--- src/rtl/r2fft_pkg.sv ---
// Shared types and constants for the radix-2 FFT block.
// Used by r2fft_ctrl, r2fft_dp and radix2_complex_fft_top; depends on nothing.
`default_nettype none

package r2fft_pkg;

    // Fixed field widths of the command and configuration ports
    localparam int POS_W      = 10;
    localparam int OPC_W      = 2;
    localparam int CFG_IDX_W  = 2;
    localparam int CFG_DATA_W = 4;
    localparam int LOG2_W     = 4;
    localparam int SHIFT_W    = 5;

    localparam logic [LOG2_W-1:0]    LOG2_SIZE_RST    = 4'd10;
    localparam logic [CFG_IDX_W-1:0] CFG_LOG2_SIZE    = 2'd0;
    localparam logic [CFG_IDX_W-1:0] CFG_INVERSE_MODE = 2'd1;

    localparam real PI = 3.14159265358979323846;

    typedef enum logic [OPC_W-1:0] {
        OP_WRITE = 2'd0,
        OP_RUN   = 2'd1,
        OP_READ  = 2'd2,
        OP_NONE  = 2'd3
    } t_opcode;

    // Source of the memory write data
    typedef enum logic [2:0] {
        WR_ZERO   = 3'd0,
        WR_SAMPLE = 3'd1,
        WR_RDATA  = 3'd2,
        WR_UREG   = 3'd3,
        WR_SUM    = 3'd4,
        WR_DIFF   = 3'd5,
        WR_SCALED = 3'd6
    } t_wr_src;

    // Operand pair of the shared multiplier
    typedef enum logic [1:0] {
        MUL_VR_CR = 2'd0,
        MUL_VI_CI = 2'd1,
        MUL_VI_CR = 2'd2,
        MUL_VR_CI = 2'd3
    } t_mul_sel;

    // Accumulator operation on the registered product
    typedef enum logic [2:0] {
        ACC_NONE   = 3'd0,
        ACC_LOAD_R = 3'd1,
        ACC_SUB_R  = 3'd2,
        ACC_LOAD_I = 3'd3,
        ACC_ADD_I  = 3'd4
    } t_acc_op;

    // Command bundle from controller to datapath
    typedef struct packed {
        logic               wr_en;
        t_wr_src            wr_src;
        logic               cap_v;
        logic               cap_u;
        t_mul_sel           mul_sel;
        t_acc_op            acc_op;
        logic               round_en;
        logic               inverse;
        logic [SHIFT_W-1:0] shift;
        logic               rd_zero;
    } t_dp_cmd;

endpackage

`default_nettype wire

--- src/rtl/r2fft_ctrl.sv ---
// Controller of the radix-2 FFT: command decode, configuration registers,
// clear sweep, permutation, butterfly and scaling sequencing. Depends on r2fft_pkg.
`default_nettype none

module r2fft_ctrl
    import r2fft_pkg::*;
#(
    parameter int MAX_POINTS = 1024
) (
    input  wire logic                          i_clk,
    input  wire logic                          i_rst_n,
    input  wire logic                          start,
    output logic                               busy,
    input  wire logic [OPC_W-1:0]              i_opcode,
    input  wire logic [POS_W-1:0]              i_position,
    input  wire logic                          i_cfg_valid,
    output logic                               o_cfg_ready,
    input  wire logic [CFG_IDX_W-1:0]          i_cfg_index,
    input  wire logic [CFG_DATA_W-1:0]         i_cfg_data,
    output logic                               o_bin_valid,
    output logic                               o_out_of_range,
    output t_dp_cmd                            o_cmd,
    output logic [$clog2(MAX_POINTS)-1:0]      o_rd_addr,
    output logic [$clog2(MAX_POINTS)-1:0]      o_wr_addr,
    output logic [(($clog2(MAX_POINTS) > 1) ? $clog2(MAX_POINTS) - 1 : 1)-1:0] o_tw_addr
);

    localparam int LOG_MAX = $clog2(MAX_POINTS);
    localparam int ADDR_W  = LOG_MAX;
    localparam int ROM_AW  = (LOG_MAX > 1) ? LOG_MAX - 1 : 1;
    localparam int CNT_W   = ADDR_W + 1;
    localparam int EXT_W   = (ADDR_W > POS_W) ? ADDR_W : POS_W;
    localparam logic [ADDR_W-1:0] LAST_ENTRY = ADDR_W'(MAX_POINTS - 1);

    typedef enum logic [17:0] {
        ST_CLEAR = 18'h00001,
        ST_IDLE  = 18'h00002,
        ST_PRD_A = 18'h00004,
        ST_PRD_B = 18'h00008,
        ST_PWR_A = 18'h00010,
        ST_PWR_B = 18'h00020,
        ST_BRD_V = 18'h00040,
        ST_BRD_U = 18'h00080,
        ST_BM0   = 18'h00100,
        ST_BM1   = 18'h00200,
        ST_BM2   = 18'h00400,
        ST_BM3   = 18'h00800,
        ST_BFIN  = 18'h01000,
        ST_BRND  = 18'h02000,
        ST_BWR_U = 18'h04000,
        ST_BWR_V = 18'h08000,
        ST_SRD   = 18'h10000,
        ST_SWR   = 18'h20000
    } t_state;

    t_state r_state, n_state;
    logic [ADDR_W-1:0]  r_idx, n_idx;
    logic [SHIFT_W-1:0] r_stage, n_stage;
    logic [ADDR_W-1:0]  r_j, n_j;
    logic [ADDR_W-1:0]  r_k, n_k;
    logic               r_rd_pend, n_rd_pend;
    logic               r_oor, n_oor;
    logic [LOG2_W-1:0]  r_log2_size;
    logic               r_inverse;

    logic [SHIFT_W-1:0] lg;
    logic [CNT_W-1:0]   n_pts;
    logic [ADDR_W-1:0]  last_idx;
    logic               accept;
    logic [EXT_W-1:0]   pos_ext;
    logic [ADDR_W-1:0]  pos_addr;
    logic               in_range;
    logic [ADDR_W-1:0]  rev_full, rev;
    logic [CNT_W-1:0]   half, span, k_next;
    logic [ADDR_W-1:0]  bf_u, bf_v, tw_full;
    logic               k_done, j_done, stage_done;

    // Effective transform length, clamped to the supported range
    always_comb begin
        if (r_log2_size == '0) begin
            lg = SHIFT_W'(1);
        end else if (SHIFT_W'(r_log2_size) > SHIFT_W'(LOG_MAX)) begin
            lg = SHIFT_W'(LOG_MAX);
        end else begin
            lg = SHIFT_W'(r_log2_size);
        end
    end

    assign n_pts    = CNT_W'(1) << lg;
    assign last_idx = ADDR_W'(n_pts - CNT_W'(1));
    assign busy     = (r_state != ST_IDLE);
    assign accept   = start && !busy;
    assign pos_ext  = EXT_W'(i_position);
    assign pos_addr = pos_ext[ADDR_W-1:0];
    assign in_range = ({1'b0, pos_ext} < (EXT_W + 1)'(n_pts));

    // Bit-reversed index over lg bits
    always_comb begin
        for (int b = 0; b < ADDR_W; b++) begin
            rev_full[b] = r_idx[ADDR_W-1-b];
        end
    end
    assign rev = rev_full >> (SHIFT_W'(ADDR_W) - lg);

    // Butterfly addressing and loop bounds
    assign half       = CNT_W'(1) << (r_stage - SHIFT_W'(1));
    assign span       = CNT_W'(1) << r_stage;
    assign bf_u       = r_k + r_j;
    assign bf_v       = bf_u + ADDR_W'(half);
    assign k_next     = {1'b0, r_k} + span;
    assign k_done     = (k_next == n_pts);
    assign j_done     = ({1'b0, r_j} + CNT_W'(1) == half);
    assign stage_done = (r_stage == lg);
    assign tw_full    = r_j << (SHIFT_W'(LOG_MAX) - r_stage);
    assign o_tw_addr  = tw_full[ROM_AW-1:0];

    assign o_cfg_ready    = !busy;
    assign o_bin_valid    = r_rd_pend;
    assign o_out_of_range = r_oor;

    // Sequence the commands and the next state
    always_comb begin
        n_state   = r_state;
        n_idx     = r_idx;
        n_stage   = r_stage;
        n_j       = r_j;
        n_k       = r_k;
        n_rd_pend = 1'b0;
        n_oor     = r_oor;
        o_rd_addr = pos_addr;
        o_wr_addr = pos_addr;
        o_cmd          = '0;
        o_cmd.wr_src   = WR_ZERO;
        o_cmd.mul_sel  = MUL_VR_CR;
        o_cmd.acc_op   = ACC_NONE;
        o_cmd.inverse  = r_inverse;
        o_cmd.shift    = lg;
        o_cmd.rd_zero  = r_oor;

        case (r_state)
            ST_CLEAR: begin
                o_cmd.wr_en = 1'b1;
                o_wr_addr   = r_idx;
                n_idx       = r_idx + ADDR_W'(1);
                if (r_idx == LAST_ENTRY) begin
                    n_state = ST_IDLE;
                end
            end
            ST_IDLE: begin
                if (accept) begin
                    case (i_opcode)
                        OP_WRITE: begin
                            o_cmd.wr_en  = in_range;
                            o_cmd.wr_src = WR_SAMPLE;
                        end
                        OP_RUN: begin
                            n_idx   = '0;
                            n_state = ST_PRD_A;
                        end
                        OP_READ: begin
                            n_rd_pend = 1'b1;
                            n_oor     = !in_range;
                        end
                        default: ;
                    endcase
                end
            end
            ST_PRD_A, ST_PWR_B: begin
                if (r_state == ST_PWR_B) begin
                    o_cmd.wr_en  = 1'b1;
                    o_cmd.wr_src = WR_UREG;
                    o_wr_addr    = rev;
                end
                o_rd_addr = r_idx;
                if (r_state == ST_PRD_A && r_idx < rev) begin
                    n_state = ST_PRD_B;
                end else if (r_idx == last_idx) begin
                    n_stage = SHIFT_W'(1);
                    n_j     = '0;
                    n_k     = '0;
                    n_state = ST_BRD_V;
                end else begin
                    n_idx   = r_idx + ADDR_W'(1);
                    n_state = ST_PRD_A;
                end
            end
            ST_PRD_B: begin
                o_rd_addr   = rev;
                o_cmd.cap_u = 1'b1;
                n_state     = ST_PWR_A;
            end
            ST_PWR_A: begin
                o_cmd.wr_en  = 1'b1;
                o_cmd.wr_src = WR_RDATA;
                o_wr_addr    = r_idx;
                n_state      = ST_PWR_B;
            end
            ST_BRD_V: begin
                o_rd_addr = bf_v;
                n_state   = ST_BRD_U;
            end
            ST_BRD_U: begin
                o_rd_addr   = bf_u;
                o_cmd.cap_v = 1'b1;
                n_state     = ST_BM0;
            end
            ST_BM0: begin
                o_cmd.cap_u   = 1'b1;
                o_cmd.mul_sel = MUL_VR_CR;
                n_state       = ST_BM1;
            end
            ST_BM1: begin
                o_cmd.mul_sel = MUL_VI_CI;
                o_cmd.acc_op  = ACC_LOAD_R;
                n_state       = ST_BM2;
            end
            ST_BM2: begin
                o_cmd.mul_sel = MUL_VI_CR;
                o_cmd.acc_op  = ACC_SUB_R;
                n_state       = ST_BM3;
            end
            ST_BM3: begin
                o_cmd.mul_sel = MUL_VR_CI;
                o_cmd.acc_op  = ACC_LOAD_I;
                n_state       = ST_BFIN;
            end
            ST_BFIN: begin
                o_cmd.acc_op = ACC_ADD_I;
                n_state      = ST_BRND;
            end
            ST_BRND: begin
                o_cmd.round_en = 1'b1;
                n_state        = ST_BWR_U;
            end
            ST_BWR_U: begin
                o_cmd.wr_en  = 1'b1;
                o_cmd.wr_src = WR_SUM;
                o_wr_addr    = bf_u;
                n_state      = ST_BWR_V;
            end
            ST_BWR_V: begin
                o_cmd.wr_en  = 1'b1;
                o_cmd.wr_src = WR_DIFF;
                o_wr_addr    = bf_v;
                n_state      = ST_BRD_V;
                // Advance k, then j, then the stage
                if (!k_done) begin
                    n_k = k_next[ADDR_W-1:0];
                end else begin
                    n_k = '0;
                    if (!j_done) begin
                        n_j = r_j + ADDR_W'(1);
                    end else begin
                        n_j = '0;
                        if (!stage_done) begin
                            n_stage = r_stage + SHIFT_W'(1);
                        end else if (r_inverse) begin
                            n_idx   = '0;
                            n_state = ST_SRD;
                        end else begin
                            n_state = ST_IDLE;
                        end
                    end
                end
            end
            ST_SRD: begin
                o_rd_addr = r_idx;
                n_state   = ST_SWR;
            end
            ST_SWR: begin
                o_cmd.wr_en  = 1'b1;
                o_cmd.wr_src = WR_SCALED;
                o_wr_addr    = r_idx;
                if (r_idx == last_idx) begin
                    n_state = ST_IDLE;
                end else begin
                    n_idx   = r_idx + ADDR_W'(1);
                    n_state = ST_SRD;
                end
            end
            default: begin
                n_state = ST_IDLE;
            end
        endcase
    end

    // Hold control state and configuration
    always_ff @(posedge i_clk) begin
        if (!i_rst_n) begin
            r_state     <= ST_CLEAR;
            r_idx       <= '0;
            r_stage     <= SHIFT_W'(1);
            r_j         <= '0;
            r_k         <= '0;
            r_rd_pend   <= 1'b0;
            r_oor       <= 1'b0;
            r_log2_size <= LOG2_SIZE_RST;
            r_inverse   <= 1'b0;
        end else begin
            r_state   <= n_state;
            r_idx     <= n_idx;
            r_stage   <= n_stage;
            r_j       <= n_j;
            r_k       <= n_k;
            r_rd_pend <= n_rd_pend;
            r_oor     <= n_oor;
            if (i_cfg_valid && o_cfg_ready) begin
                if (i_cfg_index == CFG_LOG2_SIZE) begin
                    r_log2_size <= i_cfg_data;
                end else if (i_cfg_index == CFG_INVERSE_MODE) begin
                    r_inverse <= i_cfg_data[0];
                end
            end
        end
    end

    // A result beat only follows an accepted read
    a_bin_after_read: assert property (@(posedge i_clk) disable iff (!i_rst_n)
        o_bin_valid |-> $past(start && !busy && i_opcode == OP_READ))
        else $error("bin beat without a read command");

    // A run command makes the block busy in the next cycle
    a_run_busy: assert property (@(posedge i_clk) disable iff (!i_rst_n)
        (start && !busy && i_opcode == OP_RUN) |=> busy)
        else $error("run command did not start the sequence");

    // No memory write while idle except for an accepted write command
    a_idle_write: assert property (@(posedge i_clk) disable iff (!i_rst_n)
        (r_state == ST_IDLE && o_cmd.wr_en) |-> (start && i_opcode == OP_WRITE))
        else $error("unexpected memory write while idle");

    // Butterfly pair addresses stay ordered and inside the transform
    a_bf_order: assert property (@(posedge i_clk) disable iff (!i_rst_n)
        (r_state == ST_BRD_V) |-> (bf_u < bf_v && {1'b0, bf_v} < n_pts))
        else $error("butterfly addresses out of order");

endmodule

`default_nettype wire

--- config.mk ---
export PLATFORM = sky130hd
export DESIGN_NAME = r2fft_ctrl
export DESIGN_NICKNAME = d
export VERILOG_FILES = /design/src/rtl/r2fft_pkg.sv /design/src/rtl/r2fft_ctrl.sv
export SDC_FILE = /design/constraint.sdc
export NUM_CORES = 1
export LEC_CHECK = 0
export BUFFER_PORTS_ARGS = -buffer_cell sky130_fd_sc_hd__buf_4
export CELL_PAD_IN_SITES_DETAIL_PLACEMENT = 1
export CELL_PAD_IN_SITES_GLOBAL_PLACEMENT = 1
export CORE_MARGIN = 2
export CORE_UTILIZATION = 45
export CTS_CLUSTER_DIAMETER = 120
export DETAILED_ROUTE_END_ITERATION = 6
export HOLD_SLACK_MARGIN = 0.06
export PLACE_DENSITY_LB_ADDON = 0.05
export SKIP_CTS_REPAIR_TIMING = 1
export SLEW_MARGIN = 20
export SYNTH_ARGS = -nofsm -noshare
export SYNTH_HDL_FRONTEND = slang
export SYNTH_SLANG_ARGS = --single-unit
--- constraint.sdc ---
create_clock -name i_clk -period 12.84 [get_ports i_clk]
set_input_delay 1.284 -clock i_clk [delete_from_list [all_inputs] [get_ports i_clk]]
set_output_delay 1.284 -clock i_clk [all_outputs]
set_load 0.02 [all_outputs]
Word level (Yosys, flattened, before mapping)
Cells that the tools add are included.

storage, ports and cells
  register bits after elaboration = 60
  output and inout bits = 52
  input port bits = 22
  word-level logic and storage cells = 139

operators by class
  $lt $le $gt $ge = 3
  muxes and demuxes = 49
  equality and inequality tests = 37
  shifts and indexed selects = 5
  bitwise logic cells = 1
  add/sub/neg operators = 11
  reduce and logical (&&, ||, !) cells = 24

operators with widths
  operator                                          number
  one-hot mux 18 bit (17 select lines)              1
  two-way mux 10 bit                                14
  two-way mux 18 bit                                7
  one-hot mux 10 bit (4 select lines)               2
  one-hot mux 10 bit (5 select lines)               1
  one-hot mux 10 bit (2 select lines)               2
  two-way mux 17 bit                                2
  two-way mux 5 bit                                 5
  == test 11 bit                                    2
  left shift 1 x 5 -> 11 bit, first input constant  2
  adder 10 x 1 -> 10 bit, second input constant     2
  adder 10 bit                                      2
  two-way mux 4 bit                                 5
  == test 18 x 1 -> 1 bit, second input constant    1
  == test 18 x 10 -> 1 bit, second input constant   1
  == test 18 x 11 -> 1 bit, second input constant   1
  == test 18 x 12 -> 1 bit, second input constant   1
  == test 18 x 13 -> 1 bit, second input constant   1
  == test 18 x 14 -> 1 bit, second input constant   1
  == test 18 x 15 -> 1 bit, second input constant   1
  == test 18 x 16 -> 1 bit, second input constant   1
  == test 18 x 17 -> 1 bit, second input constant   1
  == test 18 bit, second input constant             1
  == test 18 x 2 -> 1 bit, second input constant    1
  other kinds (49)                                  72

Longest topological paths before layout
  depth after elaboration = 9
  mapped depth = 22
  mapped depth without buffers = 19

Worst setup path after synthesis
Ideal clock, no wire load.

  path kind = register to output
  from = register r_stage[0]
  to = output o_rd_addr[9]
  arrival = 4.201 ns
  cell stages (with the launch flop) = 18
  buffers on the path = 0
  path slack = 7.355 ns
  data required time = 11.556 ns
  cell sequence = dfxtp_1 clkinv_1 ha_1 nor4_2 and2b_2 nor3_1 nand2_1 inv_1 ha_1 a21o_1 a21oi_1 o21ai_0 a2111o_1 a2111oi_0 nor3_1 xnor2_1 a221oi_1 a21oi_1

on the way
  longest elaborated chain between the ends = 4

RTL lines
  item                                 RTL line           source
  start: declaration                   r2fft_ctrl.sv:58   logic [SHIFT_W-1:0] r_stage, n_stage;
  start signal: assignment             r2fft_ctrl.sv:302  r_stage <= n_stage;
  subtractor 5 x 1 -> 5 bit            r2fft_ctrl.sv:106  assign half = CNT_W'(1) << (r_stage - SHIFT_W'(1));
  left shift 1 x 5 -> 11 bit           r2fft_ctrl.sv:106
  adder 10 bit                         r2fft_ctrl.sv:109  assign bf_v = bf_u + ADDR_W'(half);
  one-hot mux 10 bit (4 select lines)  r2fft_ctrl.sv:140  case (r_state)
  end: declaration                     r2fft_ctrl.sv:23   output logic [$clog2(MAX_POINTS)-1:0] o_rd_addr,

Every way passes these cells.

Final worst setup path
Same ends and word-level chain as after synthesis.

==> out/metrics.yaml <==
outcome: "finished, final reports clean"
grt_pass1_vias: 7989
ant_nets: 0
peakVddDrop_mv: 0.06006
crit_path_end_kind: "primary output"
die-height_um: 136.6
clk_pin_slew_ps: 60
mostFrequentLayoutCell: "nor2_1"
core-area_sq_um: 17240
finalSetupTns_ps: 0
comb_power_share_pct: 17.3
antenna_found_initial: 0
fmax_ghz: 0.1417
overflow: 0
yosys_register_bits: 60
syn2layout_area_growth_pct: 9.430
viasPerCell: 6.448
setup.worst_path.start_class: "flip-flop"
dp_cells: 1272
fin_crit_sh_pct: 54.98
wirelength_mm: 28.89
p_int_mw: 0.3793
arrival_ps: 5770
netlist_top_cells_area: "dfxtp_1 15%, ha_1 9.8%, nor2_1 5.4%"
seqPwrFrac_pct: 35.7
rsz0062_at_grt: "false"
die_area_sq_um: 18650
synth-async-reset-ratio_pct: 0
ys_types: 97
yosysWarnings: 0
routed-via-count: 8305
switchingPower_mw: 0.1767
synth_area_sq_um: 7908
finalHoldViolCount: 0
cp.required_ps: 11560
post-place-ws_ps: 6256
fin_skew_ps: 6.554
portBuffers: 72
p_per_area_nw_per_um2: 64.26
synthCells: 1037
cts.sinks: 60
root_buffer: "clkbuf_16"
grt_usage_pct: 31.44
period_minus_slack_ps: 7059
fillers: 2187
htree_num_levels: 3
crit_type: "reg -> out"
grt_max_degree: 24
drc: 0
rows: 48
synth_top_area_share_pct: 15.19
grt_pass1_wl_mm: 44.99
setup_ws_ps: 5781
gp_congestion: 0.9232
dpl.hpwl_mm: 21.95
holdWs_ps: 551.0
clockBufferDepth: 2
power.share.switching_pct: 31.78
final_cell_count_no_fill: 1288
drt_iter0_drc: 603
synth-main-ff-cell: "dfxtp_1"
drv_cap: 0
final_nets: 1145
drt-wirelength-per-cell_um: 22.43
hold_path.class: "reg -> reg"
drt_pass1_iterations: 6
worstMarginPinSlew_ps: 1102
relSlewSlack_pct: 26.52
syn_nets: 1124
diodes: 0
cts_tree: "done"
drive_above_1_share_pct: 13.08
synth_top_area_cell: "dfxtp_1"
final_cell_mix: "113 x nor2_1, 78 x buf_4, 76 x nand2_1"
chipWidth_um: 136.6
p_clk_share_pct: 47.0
crit_fanout: 17
start_util_pct: 45.88
synth-seq-area-share_pct: 15.19
finalSetupViolCount: 0
slew_viol_final: 0
p_leak_nw: 3.646
synth_area_per_cell_sq_um: 7.625
synth_edf_count: 0
cts_made_buffers: 9
pin_count: 74
clk_latency_ps: 360
state kept, by name, indices dropped and copies added (netlist names):
name	cells
r_stage	5
o_out_of_range	1
r_k	10
r_j	10
r_inverse	1
r_log2_size	4
o_bin_valid	1
r_state	18
r_idx	10
layout make-up:
cell class                 instances  area, sq um  area share [%]
inverter                          49        183.9           2.126
timing repair buffer              78        585.6           6.767
multi-input combinational        860         6100           70.49
tap                              225        281.5           3.253
clock inverter                     6        72.57          0.8386
clock buffer                      10        229.0           2.646
sequential                        60         1201           13.88
power by group through the flow:
| stage | registers, mW | logic, mW | clock network (mW) |
|---|---|---|---|
| after floorplan | 0.195 | 0.0639 | 0 |
| after global placement | 0.202 | 0.0942 | 0 |
| after detailed placement | 0.202 | 0.0948 | 0 |
| after CTS | 0.198 | 0.0953 | 0.264 |
| after global routing | 0.199 | 0.104 | 0.272 |
| final | 0.199 | 0.0963 | 0.261 |
path summary, 6_finish.rpt:
check	slack [ps]	from	end	depth (start not counted)
worst max-delay path	5780	r_stage[0]	o_rd_addr[9]	18
worst min register to register	550	r_state[4]	r_state[5]	2
worst max register to register	6670	r_log2_size[2]	r_stage[0]	18
worst min-delay path	550	r_state[4]	r_state[5]	2
worst max-delay path, stage by stage, from the launching register on:
cell       delay (ps)
dfxtp_1           730
clkinv_1          440
ha_1              390
nor4_2            290
and2b_2           270
nor3_1            460
nand2_1           200
inv_1             100
ha_1              230
a21o_1            150
a21oi_1           220
o21ai_0           150
a2111o_1          470
a2111oi_0         390
nor3_1            140
xnor2_1           180
a221oi_1          300
a21oi_1           100
buf_4             190
stage by stage:
stage / util [%] / total power, mW / instance area, sq um
floorplan: - / 0.2591 / 7908
global placement: 48.40 / 0.2966 / 8343
detailed placement: 48.40 / 0.2971 / 8343
CTS: 50.15 / 0.5574 / 8645
global route: 50.20 / 0.5744 / 8653
finish: 50.20 / 0.5560 / 8653
kinds of logic after synthesis:
family          Yosys count  synth area share (%)
fa+ha+maj                65                 10.57
xor+xnor                 56                 6.788
compound gates          279                 25.11
buf+inv                 117                 7.927
mux                      37                 6.218
other cells               1               0.04742
simple gates            422                 28.15
flops                    60                 15.19
Yosys cell counts, drive strengths merged, types with 9 or more instances:
cell       n
xor2      17
or4       14
and2      17
o21ai     56
a21oi     52
nand3     30
inv       44
a221oi    10
nand2     76
nand4     14
ha        62
o211ai    12
nor2b     14
xnor2     36
nor4      17
a21o      12
nand2b    15
o21a      16
clkbuf    48
nor3      34
and3      18
o2111ai    9
dfxtp     60
a31oi     14
mux2i     24
or3       13
nand3b    11
nor2     113
buf       19
metal layers:
| layer | global-route usage (%) | vias to the layer above | share of wire, % |
|---|---|---|---|
| met5 | 0 | - | 0 |
| met4 | 11.52 | 0 | 2.5 |
| met3 | 5.185 | 49 | 5.2 |
| met2 | 51.75 | 253 | 47 |
| met1 | 41.32 | 4077 | 45 |
| li1 | - | 3926 | - |
No activity file was read; power rests on OpenSTA's default activity.
